**config.mk**
```make
export PLATFORM = sky130hd
export DESIGN_NAME = crc16_byte_stream_engine_flat
export DESIGN_NICKNAME = d
export VERILOG_FILES = /design/src/hw/rtl/crcbse_pkg.sv /design/src/hw/rtl/crcbse_if.sv /design/src/hw/rtl/crcbse_core.sv /design/src/hw/rtl/crcbse_out_reg.sv /design/src/hw/rtl/crc16_byte_stream_engine.sv /design/src/flat_wrapper.sv
export SDC_FILE = /design/constraint.sdc
export NUM_CORES = 1
export LEC_CHECK = 0
export ABC_AREA = 1
export BUFFER_PORTS_ARGS = -buffer_cell sky130_fd_sc_hd__clkbuf_2
export CORE_MARGIN = 2
export CORE_UTILIZATION = 49
export DETAILED_ROUTE_END_ITERATION = 8
export GPL_TIMING_DRIVEN = 0
export PLACE_DENSITY = 0.7
export SLEW_MARGIN = 40
export SYNTH_ARGS = -nofsm -noshare
export SYNTH_HDL_FRONTEND = slang
export SYNTH_SLANG_ARGS = --single-unit
```
**constraint.sdc**
```tcl
create_clock -name clk_i -period 4.5 [get_ports clk_i]
set_clock_uncertainty 0.1 [all_clocks]
set_input_delay 0.45 -clock clk_i [delete_from_list [all_inputs] [get_ports clk_i]]
set_output_delay 0.45 -clock clk_i [all_outputs]
set_load 0.02 [all_outputs]
```
**src/hw/rtl/crcbse_pkg.sv**
```systemverilog
// ----------------------------------------------------------------------------
// crcbse_pkg
// Shared constants, types and the byte division step for the CRC-16 engine.
// ----------------------------------------------------------------------------
package crcbse_pkg;

  localparam int unsigned CrcWidth  = 16;
  localparam int unsigned ByteWidth = 8;

  localparam logic [CrcWidth-1:0]  CrcPoly    = 16'h1021;
  localparam logic [CrcWidth-1:0]  CrcTopBit  = 16'h8000;
  localparam logic [ByteWidth-1:0] ByteTopBit = 8'h80;
  localparam logic [CrcWidth-1:0]  CrcLsb     = 16'h0001;

  typedef logic [CrcWidth-1:0]  crc_t;
  typedef logic [ByteWidth-1:0] byte_t;

  typedef struct packed {
    crc_t crc_value;
    logic crc_is_zero;
  } res_t;

  // Divide one byte into the remainder, MSB first, no augmentation.
  function automatic crc_t divide_byte(crc_t rem, byte_t data);
    crc_t  r;
    byte_t d;
    logic  carry;
    r = rem;
    d = data;
    for (int k = 0; k < ByteWidth; k++) begin
      carry = (r & CrcTopBit) != '0;
      r = r << 1;
      if (carry) begin
        r = r ^ CrcPoly;
      end
      if ((d & ByteTopBit) != '0) begin
        r = r ^ CrcLsb;
      end
      d = d << 1;
    end
    return r;
  endfunction

endpackage

```
**src/hw/rtl/crcbse_if.sv**
```systemverilog
// ----------------------------------------------------------------------------
// crcbse_if
// Valid/ready channels for the byte stream and the CRC results.
// ----------------------------------------------------------------------------
interface crcbse_in_if;
  logic                 valid;
  logic                 ready;
  crcbse_pkg::byte_t    data_byte;
  logic                 start_flag;
  logic                 last_byte;

  modport source (output valid, output data_byte, output start_flag, output last_byte,
                  input ready);
  modport sink (input valid, input data_byte, input start_flag, input last_byte,
                output ready);
endinterface

interface crcbse_out_if;
  logic                 valid;
  logic                 ready;
  crcbse_pkg::crc_t     crc_value;
  logic                 crc_is_zero;

  modport source (output valid, output crc_value, output crc_is_zero, input ready);
  modport sink (input valid, input crc_value, input crc_is_zero, output ready);
endinterface

```
**src/hw/rtl/crcbse_core.sv**
```systemverilog
// ----------------------------------------------------------------------------
// crcbse_core
// Input register, running remainder and combinational byte division.
// ----------------------------------------------------------------------------
module crcbse_core (
  input  logic                clk_i,
  input  logic                rst_ni,
  input  logic                in_valid_i,
  output logic                in_ready_o,
  input  crcbse_pkg::byte_t   in_data_i,
  input  logic                in_start_i,
  input  logic                in_last_i,
  output logic                res_valid_o,
  input  logic                res_ready_i,
  output crcbse_pkg::res_t    res_o
);

  logic              s1_valid_q, s1_valid_d;
  crcbse_pkg::byte_t s1_data_q;
  logic              s1_start_q;
  logic              s1_last_q;
  crcbse_pkg::crc_t  crc_q, crc_d;
  crcbse_pkg::crc_t  crc_base;
  logic              s1_adv;
  logic              in_xfer;

  // Advance when the byte yields no result or the result register takes it.
  assign s1_adv     = s1_valid_q && (!s1_last_q || res_ready_i);
  assign in_ready_o = !s1_valid_q || s1_adv;
  assign in_xfer    = in_valid_i && in_ready_o;

  assign crc_base = s1_start_q ? '0 : crc_q;
  assign crc_d    = crcbse_pkg::divide_byte(crc_base, s1_data_q);

  assign res_valid_o       = s1_valid_q && s1_last_q;
  assign res_o.crc_value   = crc_d;
  assign res_o.crc_is_zero = (crc_d == '0);

  always_comb begin
    s1_valid_d = s1_valid_q;
    if (in_xfer) begin
      s1_valid_d = 1'b1;
    end else if (s1_adv) begin
      s1_valid_d = 1'b0;
    end
  end

  always_ff @(posedge clk_i or negedge rst_ni) begin
    if (!rst_ni) begin
      s1_valid_q <= 1'b0;
      crc_q      <= '0;
    end else begin
      s1_valid_q <= s1_valid_d;
      if (s1_adv) begin
        crc_q <= crc_d;
      end
    end
  end

  always_ff @(posedge clk_i) begin
    if (in_xfer) begin
      s1_data_q  <= in_data_i;
      s1_start_q <= in_start_i;
      s1_last_q  <= in_last_i;
    end
  end

endmodule

```
**src/hw/rtl/crcbse_out_reg.sv**
```systemverilog
// ----------------------------------------------------------------------------
// crcbse_out_reg
// Result register holding one CRC result until its transfer.
// ----------------------------------------------------------------------------
module crcbse_out_reg (
  input  logic             clk_i,
  input  logic             rst_ni,
  input  logic             res_valid_i,
  output logic             res_ready_o,
  input  crcbse_pkg::res_t res_i,
  output logic             out_valid_o,
  input  logic             out_ready_i,
  output crcbse_pkg::res_t out_o
);

  logic             valid_q;
  crcbse_pkg::res_t res_q;

  assign res_ready_o = !valid_q || out_ready_i;
  assign out_valid_o = valid_q;
  assign out_o       = res_q;

  always_ff @(posedge clk_i or negedge rst_ni) begin
    if (!rst_ni) begin
      valid_q <= 1'b0;
    end else if (res_ready_o) begin
      valid_q <= res_valid_i;
    end
  end

  always_ff @(posedge clk_i) begin
    if (res_ready_o && res_valid_i) begin
      res_q <= res_i;
    end
  end

endmodule

```
**src/hw/rtl/crc16_byte_stream_engine.sv**
```systemverilog
// ----------------------------------------------------------------------------
// crc16_byte_stream_engine
// CRC-16 (poly 0x1021) plain division over a byte stream, MSB first.
//
//   channel  dir  payload                       transfer when
//   in_i     in   data_byte, start_flag,        valid && ready
//                 last_byte
//   out_o    out  crc_value, crc_is_zero        valid && ready
//
// One byte per cycle sustained; the eight division steps sit between the
// input register and the running remainder; each result is then registered.
// Reset clears the remainder to zero and empties both registers.
// A stalled result holds in the output register while the next byte is taken;
// bytes stall only when a last byte cannot hand its result on.
// ----------------------------------------------------------------------------
module crc16_byte_stream_engine (
  input  logic   clk_i,
  input  logic   rst_ni,
  crcbse_in_if.sink    in_i,
  crcbse_out_if.source out_o
);

  logic             res_valid;
  logic             res_ready;
  crcbse_pkg::res_t res;
  crcbse_pkg::res_t out_res;

  crcbse_core u_core (
    .clk_i       (clk_i),
    .rst_ni      (rst_ni),
    .in_valid_i  (in_i.valid),
    .in_ready_o  (in_i.ready),
    .in_data_i   (in_i.data_byte),
    .in_start_i  (in_i.start_flag),
    .in_last_i   (in_i.last_byte),
    .res_valid_o (res_valid),
    .res_ready_i (res_ready),
    .res_o       (res)
  );

  crcbse_out_reg u_out_reg (
    .clk_i       (clk_i),
    .rst_ni      (rst_ni),
    .res_valid_i (res_valid),
    .res_ready_o (res_ready),
    .res_i       (res),
    .out_valid_o (out_o.valid),
    .out_ready_i (out_o.ready),
    .out_o       (out_res)
  );

  assign out_o.crc_value   = out_res.crc_value;
  assign out_o.crc_is_zero = out_res.crc_is_zero;

endmodule

```
**src/flat_wrapper.sv**
```systemverilog
// flat-port wrapper written by rule: the top's interface ports become plain ports
module crc16_byte_stream_engine_flat 
  (clk_i, rst_ni, in_i_valid, in_i_data_byte, in_i_start_flag, in_i_last_byte, in_i_ready, out_o_valid, out_o_crc_value, out_o_crc_is_zero, out_o_ready);
  crcbse_in_if in_i_i ();
  crcbse_out_if out_o_i ();
  input  logic clk_i;
  input  logic rst_ni;
  input wire logic [$bits(in_i_i.valid)-1:0] in_i_valid;
  input wire logic [$bits(in_i_i.data_byte)-1:0] in_i_data_byte;
  input wire logic [$bits(in_i_i.start_flag)-1:0] in_i_start_flag;
  input wire logic [$bits(in_i_i.last_byte)-1:0] in_i_last_byte;
  output wire logic [$bits(in_i_i.ready)-1:0] in_i_ready;
  output wire logic [$bits(out_o_i.valid)-1:0] out_o_valid;
  output wire logic [$bits(out_o_i.crc_value)-1:0] out_o_crc_value;
  output wire logic [$bits(out_o_i.crc_is_zero)-1:0] out_o_crc_is_zero;
  input wire logic [$bits(out_o_i.ready)-1:0] out_o_ready;
  assign in_i_i.valid = in_i_valid;
  assign in_i_i.data_byte = in_i_data_byte;
  assign in_i_i.start_flag = in_i_start_flag;
  assign in_i_i.last_byte = in_i_last_byte;
  assign in_i_ready = in_i_i.ready;
  assign out_o_valid = out_o_i.valid;
  assign out_o_crc_value = out_o_i.crc_value;
  assign out_o_crc_is_zero = out_o_i.crc_is_zero;
  assign out_o_i.ready = out_o_ready;
  crc16_byte_stream_engine u_core (.clk_i(clk_i), .rst_ni(rst_ni), .in_i(in_i_i), .out_o(out_o_i));
endmodule
```
Word level (Yosys, flattened, before mapping) --
Cells that the tools add are included.
Storage, ports and cells: word-level logic and storage cells 55, output and inout bits 19, flip-flop bits (word level) 45, input bits 14
Cells by class: reduce and logical (&&, ||, !) cells 12, bitwise gates (word level) 16, mux-type cells 19
Operators by type and width (number):
- $mux W13 | 8
- $not A3 Y3 | 8
- $logic_not A16 Y1 | 1
- $mux W16 | 1
- $mux W1 | 10
- $not A1 Y1 | 8
- $logic_and A1 B1 Y1 | 4
- $logic_not A1 Y1 | 3
- $logic_or A1 B1 Y1 | 3
- $reduce_bool A2 Y1 | 1

Longest topological paths before layout --
Gate-level depths: netlist of run 1.
depth in word-level cells 27, depth in mapped cells 10, depth with buffers taken out 9

By module --
From an unflattened synthesis of run 1, not the netlist that was laid out.
Unflattened totals: cell total of the unflattened synthesis 227, area total of the unflattened synthesis 2054.5 um^2
By module, submodules not included:
- crcbse_core | seq. area each 725.7 um^2, cells an instance 204, instances 1, area an instance 1498.9 um^2
- crcbse_out_reg | seq. area each 535.5 um^2, cells an instance 23, instances 1, area an instance 555.5 um^2

Least setup slack after synthesis of run 1 --
Ideal clock, no wire load.
kind reg2reg, start register u_core.u_out_reg.valid_q, in the netlist u_core.u_out_reg.out_valid_o, end register u_core.u_core.s1_data_q[0] (enable), data arrival time 1.402 ns, data required time 4.020 ns, cell stages (with the launch flop) 7, setup time 0.380 ns, path slack 2.618 ns, path through dfrtp_1 inv_1 nor2_2 inv_2 o21ai_2 buf_2 a21oi_1
Between the ends: longest elaborated chain between the ends 6
Ends and longest elaborated chain:
- start: declaration | line crcbse_out_reg.sv:16 | logic valid_q;
- start signal: assignment | line crcbse_out_reg.sv:27 | valid_q <= res_valid_i;
- $logic_not A1 Y1 | line crcbse_out_reg.sv:19 | assign res_ready_o = !valid_q || out_ready_i;
- $logic_or A1 B1 Y1 | line crcbse_out_reg.sv:19
- $logic_or A1 B1 Y1 | line crcbse_core.sv:28 | assign s1_adv = s1_valid_q && (!s1_last_q || res_ready_i);
- $logic_and A1 B1 Y1 | line crcbse_core.sv:28
- $logic_or A1 B1 Y1 | line crcbse_core.sv:29 | assign in_ready_o = !s1_valid_q || s1_adv;
- $logic_and A1 B1 Y1 | line crcbse_core.sv:30 | assign in_xfer = in_valid_i && in_ready_o;
- via u_core.u_core.in_xfer | line crcbse_core.sv:25 | logic in_xfer;
- end signal: assignment | line crcbse_core.sv:62 | s1_data_q <= in_data_i;
- end: declaration | line crcbse_core.sv:19 | crcbse_pkg::byte_t s1_data_q;
The timed path passes the listed nets, and every way through them passes these cells. A chain may end at the register's enable or synchronous reset.

Worst setup path after layout of run 1 --
start register u_core.u_out_reg.valid_q, in the netlist u_core.u_out_reg.out_valid_o, end register u_core.u_core.s1_data_q[6] (enable)
Same word-level chain as after synthesis.

==> results of run 1 <==
[placed cells by master (no fill, tap or decap), types with 3 or more instances in the layout]
cell and instances:
clkbuf_2 32, dfrtp_1 18, nand2_1 65, nand2_2 13, edfxtp_1 27, buf_2 3
inv_1 27, inv_2 7, nor2_1 13, nor2_2 5, nand4_1 4, nand3_2 5
o21ai_0 14, nand3_1 13, clkbuf_8 5
[final timing paths]
check	start	to	depth (start not counted)
max in group asynchronous	rst_ni	u_core.u_core.crc_q[6]	1
worst min-delay path	rst_ni	u_core.u_core.crc_q[14]	1
worst min register to register	u_core.u_core.crc_q[0]	u_core.u_core.crc_q[0]	2
worst max register to register	u_core.u_out_reg.out_valid_o	u_core.u_core.s1_data_q[6]	6
min in group clk_i	in_i_data_byte[0]	u_core.u_core.s1_data_q[0]	1
worst max-delay path	u_core.u_out_reg.out_valid_o	u_core.u_core.s1_data_q[6]	6
[layout make-up]
cell class,instances,area [um^2],area share
timing repair buffer,32,160.2,0.06554
buffer,5,33.78,0.01382
inverter,34,127.6,0.05223
sequential,45,1261,0.5161
clock inverter,2,35.03,0.01434
multi-input combinational,141,690.7,0.2826
clock buffer,6,72.57,0.02970
tap,50,62.56,0.02560
[flip-flops by register name, summed over array words and instances, names as in the netlist]
register	flops
u_core.u_out_reg.out_o	17
u_core.u_core.s1_last_q	1
u_core.u_core.s1_valid_q	1
u_core.u_out_reg.out_valid_o	1
u_core.u_core.s1_data_q	8
u_core.u_core.s1_start_q	1
u_core.u_core.crc_q	16
[metal layers]
| metal | wire (um) | vias up | share of wire |
|---|---|---|---|
| met4 | 55 | 0 | 0.014 |
| met5 | 0 | - | 0 |
| met2 | 1927 | 40 | 0.48 |
| met3 | 178 | 6 | 0.044 |
| li1 | - | 798 | - |
| met1 | 1873 | 713 | 0.46 |
[through the flow]
| step | worst slack (ps) | area [um^2] | util |
|---|---|---|---|
| 3_3_place_gp | 2320 | 2330 | 0.5742 |
| 4_1_cts | 2686 | 2444 | 0.6022 |
| 5_1_grt | 2525 | 2444 | 0.6022 |
| 3_5_place_dp | 2589 | 2336 | 0.5757 |
| 6_report | 2719 | 2444 | 0.6022 |
| 2_1_floorplan | 2618 | 2107 | - |
[cells in the mapped netlist (2+ instances only)]
cell type and number:
nand2_1 65, edfxtp_1 27, inv_1 27, dfrtp_1 18, nor2_1 14, o21ai_0 14
nand2_2 13, nand3_1 13, inv_2 7, nand3_2 5, nand4_1 4, nor2_2 4
buf_2 3, a31oi_1 2, o21ai_2 2
[critical path: cells and delay by family, from the launching register on]
family	cells	cell delay [ps]
buf+inv	3	330
flops	1	380
compound gates	2	560
simple gates	1	50
[power breakdown]
part / switching, mW / internal [mW] / total [mW]
clock network: 0.128 / 0.165 / 0.293
logic: 0.236 / 0.113 / 0.349
registers: 0.0560 / 0.519 / 0.575
[kinds of logic (layout without fill, tap and decap cells)]
kind of cell    after synthesis  after routing  synth area share
compound gates               19             19           0.04988
xor+xnor                      2              2          0.008315
simple gates                120            120            0.2666
buf+inv                      39             79           0.07661
flops                        45             45            0.5986
==> flow_summary_export.csv, run 1 <==
group,metric,value,unit
layout,layout.cells.non_filler,315,
layout,num-fill-cells,358,
clock_tree,clk_pin_slew,80,ps
placement,portBuffers,32,
sta,fin_hold_ws,2.725,ps
worst_setup_path,slowest_stage,"a21oi_2",
sta,rsz0062_at_grt,"false",
route,vias,1557,
logic_synthesis,syn_area,2107,um^2
logic_synthesis,synth_largest_area_cell,"edfxtp_1",
worst_setup_path,crit_chain,"inv_1 -> nor2_2 -> inv_2 -> o21ai_2 -> buf_2 -> a21oi_2",
clock_tree,cts_sinks,45,
logic_synthesis,yosysTopAreaCellShare,0.3848,
route,antenna_left,0,
logic_synthesis,ys.flop_type,"edfxtp_1",
run,drv_cap,0,
worst_setup_path,cp.required,4330,ps
pwr,leakagePower,1.179,nW
pwr,total_power,1.217,mW
floorplan,io_pins,33,
floorplan,dieArea,4841,um^2
sta,max_freq,561.5,MHz
logic_synthesis,syn_area_per_cell,9.365,um^2
placement,place_hpwl,2937,um
clock_tree,htree_levels,2,
floorplan,rows,23,
grt,use_met1,0.2337,
layout,areaGrowthSynthToFinish,15.97,%
logic_synthesis,yosysUniqueCellTypes,22,
route,first_iter_violations,141,
grt,grtUsageTotal,0.1895,
pwr,powerDensity,497.9,nW/um^2
floorplan,design.core.area,4058,um^2
route,avgRoutedWirePerCell,12.81,um
clock_tree,clk_root_buffer_cell,"clkbuf_8",
grt,grtUsageMet2,0.3098,
worst_setup_path,criticalPathCategory,"reg -> reg",
placement,dp_cells,307,
route,drc,0,
placement,gp_congestion,0.7613,
layout,drive_above_1_share,0.2943,
logic_synthesis,synthArstFlopShare,0.4000,
logic_synthesis,ys_warn_count,0,
sta,fin_setup_tns,0,ps
pwr,peakVddDrop,0.2386,mV
clock_tree,tritoncts,"built",
worst_setup_path,critPathMaxStageDelay,470,ps
sta,report.final.slew_viol_count,0,
floorplan,start_util,0.5193,
worst_setup_path,worstPathArrival,1610,ps
sta,relSlewSlack,0.4669,
clock_tree,cts_setup_buffers,0,
layout,diodes,0,
floorplan,fp.dieW,69.58,um
grt,grt_pass1_wl,7072,um
clock_tree,cts_buffers,5,
grt,grt_max_degree,19,
clock_tree,cts_buffer_depth,2,
route,vias_per_cell,4.943,
logic_synthesis,synth_nets,239,
clock_tree,cts_resized,0,
logic_synthesis,yosysSeqAreaShare,0.5986,
worst_setup_path,path_max_fanout,10,
grt,top_usage_layer,"met2",
clock_tree,cts_hold_buf,0,
grt,antenna_found_initial,0,
sta,finalHoldViolations,0,
sta,tightest_slew,798.8,ps
logic_synthesis,synth_edf_count,27,
route,drt_pass1_iterations,5,
grt,grt-ovfl-total,0,
grt,grt_pass1_vias,1556,
sta,finalCriticalPeriod,1781,ps
clock_tree,worstSkewPairLatency,300,ps
worst_setup_path,end_kind,"register",
worst_setup_path,rrSetupSlack,2720,ps
sta,setup_viol,0,
floorplan,die_y,69.58,um
logic_synthesis,syn_inst,225,
logic_synthesis,synth.area.top_cells,"edfxtp_1 (38%), dfrtp_1 (21%), nand2_1 (12%)",
hold_path,min_path_type,"in -> async",
grt,grt.met3_usage,0.05233,
sta,min_period_over_period,0.3958,
layout,fin_nets,278,
route,wl,4034,um
worst_setup_path,cp-start-kind,"register",
outcome,outcome,"finished clean",
logic_synthesis,ys_ff_latch,45,
No activity file was read; power rests on OpenSTA's default activity.
==> inputs of run 2 (changes only) <==
- ABC_AREA: 1 -> 0
- PLACE_DENSITY: 0.7 -> 0.74
- clock period: 4.5 -> 1.5 ns (I/O delays scaled with it)
==> run 2 against run 1 <==
Compared with the run above: the run now ends with setup timing left; via count is 18% lower; die area is 9.8% lower; final cell count is 20% lower; non-clock buffer count is 30 higher; routed wire length is 4.9% higher; clock power grew to 3.0 times the previous value; setup slack worse by 3000 ps; cell area is 10% higher; register-to-register slack worse by 3000 ps; fmax is 0.92% lower; global-route usage is 0.68 points higher; area after synthesis is 10% lower; critical endpoint is now u_core.u_out_reg.out_o[0].
==> flow_summary_export.csv, run 2 <==
group,metric,value,unit
logic_synthesis,synth_nets,146,
worst_setup_path,reg2regPathDepth,6,
worst_setup_path,criticalPathCategory,"reg -> reg",
worst_setup_path,worstPathArrival,1750,ps
placement,gp_congestion,0.8037,
logic_synthesis,ys_ff_latch,45,
sta,fin_setup_tns,-1245,ps
worst_setup_path,r2r-end,"u_core.u_out_reg.out_o[0]",
outcome,violations,"setup timing",
route,drc,0,
floorplan,die_y,66.08,um
sta,setup_viol,9,
pwr,leakagePower,1.131,nW
clock_tree,cts_sinks,45,
layout,drive_above_1_share,0.5245,
logic_synthesis,synthArstFlopShare,0.4000,
placement,portBuffers,32,
logic_synthesis,syn_area_per_cell,14.30,um^2
floorplan,io_pins,33,
grt,grt_pass1_wl,6099,um
clock_tree,tritoncts,"built",
grt,grt-ovfl-total,0,
layout,diodes,0,
pwr,peakVddDrop,0.9691,mV
sta,rsz0062_at_grt,"true",
run,drv_cap,0,
pwr,swShare,0.3374,
sta,finalCriticalPeriod,1798,ps
logic_synthesis,synth.most_common_cell,"edfxtp_1",
sta,finalHoldViolations,0,
logic_synthesis,ys_warn_count,0,
sta,tightest_slew,495.7,ps
worst_setup_path,critPathCapture,"u_core.u_out_reg.out_o[0]",
pwr,combPwrFrac,0.429,
worst_setup_path,r2r-start,"u_core.u_core.s1_start_q",
clock_tree,cts_buffers,5,
clock_tree,worstSkewPairLatency,300,ps
worst_setup_path,rrSetupSlack,-300,ps
logic_synthesis,synth_largest_area_cell,"edfxtp_1",
sta,min_period_over_period,1.198,
route,avgRoutedWirePerCell,16.79,um
hold_path,min_path_type,"in -> reg",
layout,layout_commonest_cell,"clkbuf_2",
route,first_iter_violations,61,
worst_setup_path,startpoint,"u_core.u_core.s1_start_q",
sta,max_freq,556.3,MHz
sta,fin_ws,-297.5,ps
logic_synthesis,syn_area,1888,um^2
grt,grtUsageTotal,0.1964,
layout,layout_common_cells,"clkbuf_2 (32), edfxtp_1 (27), buf_4 (19)",
logic_synthesis,synth.area.top_cells,"edfxtp_1 (43%), dfrtp_1 (24%), mux2_2 (8.3%)",
logic_synthesis,yosysTopAreaCellShare,0.4294,
pwr,powerDensity,1880,nW/um^2
logic_synthesis,yosysUniqueCellTypes,23,
route,drt_pass1_iterations,4,
route,vias,1273,
floorplan,fp.dieW,66.08,um
route,antenna_left,0,
route,vias_per_cell,5.052,
logic_synthesis,synth_common_cells,"edfxtp_1 (27), dfrtp_1 (18), nor2_1 (15)",
sta,fin_hold_ws,149.1,ps
worst_setup_path,path_max_fanout,4,
outcome,outcome,"finished, violations left",
placement,place_hpwl,2401,um
layout,largest_register_ffs,17,
grt,grt_pass1_vias,1306,
logic_synthesis,synth_edf_count,27,
logic_synthesis,syn_inst,132,
sta,report.final.slew_viol_count,0,
worst_setup_path,cp.required,1460,ps
grt,grt_max_degree,19,
layout,fin_nets,217,
grt,antenna_found_initial,0,
floorplan,start_util,0.5119,
worst_setup_path,end_kind,"register",
floorplan,dieArea,4366,um^2
pwr,switchingPower,1.711,mW
pwr,seqPwrFrac,0.398,
pwr,pwr-share-clk,0.173,
logic_synthesis,ys.flop_type,"edfxtp_1",
floorplan,design.core.area,3689,um^2
pwr,p_int,3.360,mW
floorplan,rows,22,
clock_tree,clk_root_buffer_cell,"clkbuf_8",
worst_setup_path,cp-start-kind,"register",
layout,areaGrowthSynthToFinish,42.88,%
logic_synthesis,yosysSeqAreaShare,0.6680,
route,wl,4231,um
clock_tree,cts_buffer_depth,2,
clock_tree,htree_levels,2,
sta,relSlewSlack,0.6695,
clock_tree,clk_pin_slew,80,ps
## run 2: cell count changes after synthesis, moves of 7 or more
cell,change
nand2_2,-13
nand2_1,-59
nand3_1,-11
o21ai_0,-14
inv_1,-26
mux2_2,+14
inv_2,-7
xnor2_1,+11
## run 2: cell type report
cell class                 instances  area [um^2]
inverter                           1        3.754
multi-input combinational         83        777.0
timing repair buffer              64        446.7
clock inverter                     2        33.78
buffer                             3        33.78
sequential                        45         1270
fill                             223        991.0
clock buffer                       6        72.57
tap                               48        60.06
## run 2: metal layers
layer  part of all wire  global-route usage
met3              0.047             0.05111
met2               0.55              0.3523
met1               0.39              0.2240
met5                  0                   0
met4              0.023             0.07398
## run 2: how the worst min path moves through the flow
stage,startpoint,to,slack (ps),cells after the start
CTS,out_o_ready,u_core.u_core.s1_valid_q,130,4
global route,out_o_ready,u_core.u_core.s1_valid_q,170,4
detailed placement,rst_ni,u_core.u_core.crc_q[8],30,1
floorplan,rst_ni,u_core.u_core.crc_q[0],-250,0
global placement,rst_ni,u_core.u_core.crc_q[8],20,1
finish,out_o_ready,u_core.u_core.s1_valid_q,150,4
## run 2: timing repair
action / CTS / global route
setup endpoints to repair: 14 / 34
pin swaps: 12 / 10
endpoints found under the hold margin: 29 / 0
setup buffers: 15 / 5
resized for setup: 21 / 11
hold buffers: 12 / 0
## run 2: worst max-delay path, cell delays in order, from the launching register on
cell,delay (ps)
edfxtp_1,440
buf_4,170
nor2b_1,170
mux2i_1,140
xnor2_1,260
nor4_2,70
and4_1,210
## run 2: cell families after synthesis
logic type,Yosys count,share of synthesized area
compound gates,5,0.01988
xor+xnor,19,0.08814
buf+inv,4,0.009936
flops,45,0.6680
mux,19,0.1113
simple gates,40,0.1027
## run 2: metrics by stage
stage	total power, mW	setup WS, ps	instance area [um^2]	utilization	cells
after floorplan	3.048	-100.2	1941	-	132
after global placement	3.339	-360.9	2161	0.5858	212
after detailed placement	3.408	-409.3	2166	0.5872	212
after CTS	4.791	-214.4	2599	0.7045	247
after global routing	5.316	-364.8	2698	0.7313	252
final	5.071	-297.5	2698	0.7313	252
## run 2: power groups by stage
stage | Sequential, mW | Clock, mW | Combinational [mW]
2_1_floorplan | 2.01 | 0 | 1.04
3_3_place_gp | 1.96 | 0 | 1.38
3_5_place_dp | 1.98 | 0 | 1.43
4_1_cts | 1.97 | 0.892 | 1.92
5_1_grt | 2.05 | 0.942 | 2.32
6_report | 2.02 | 0.878 | 2.17
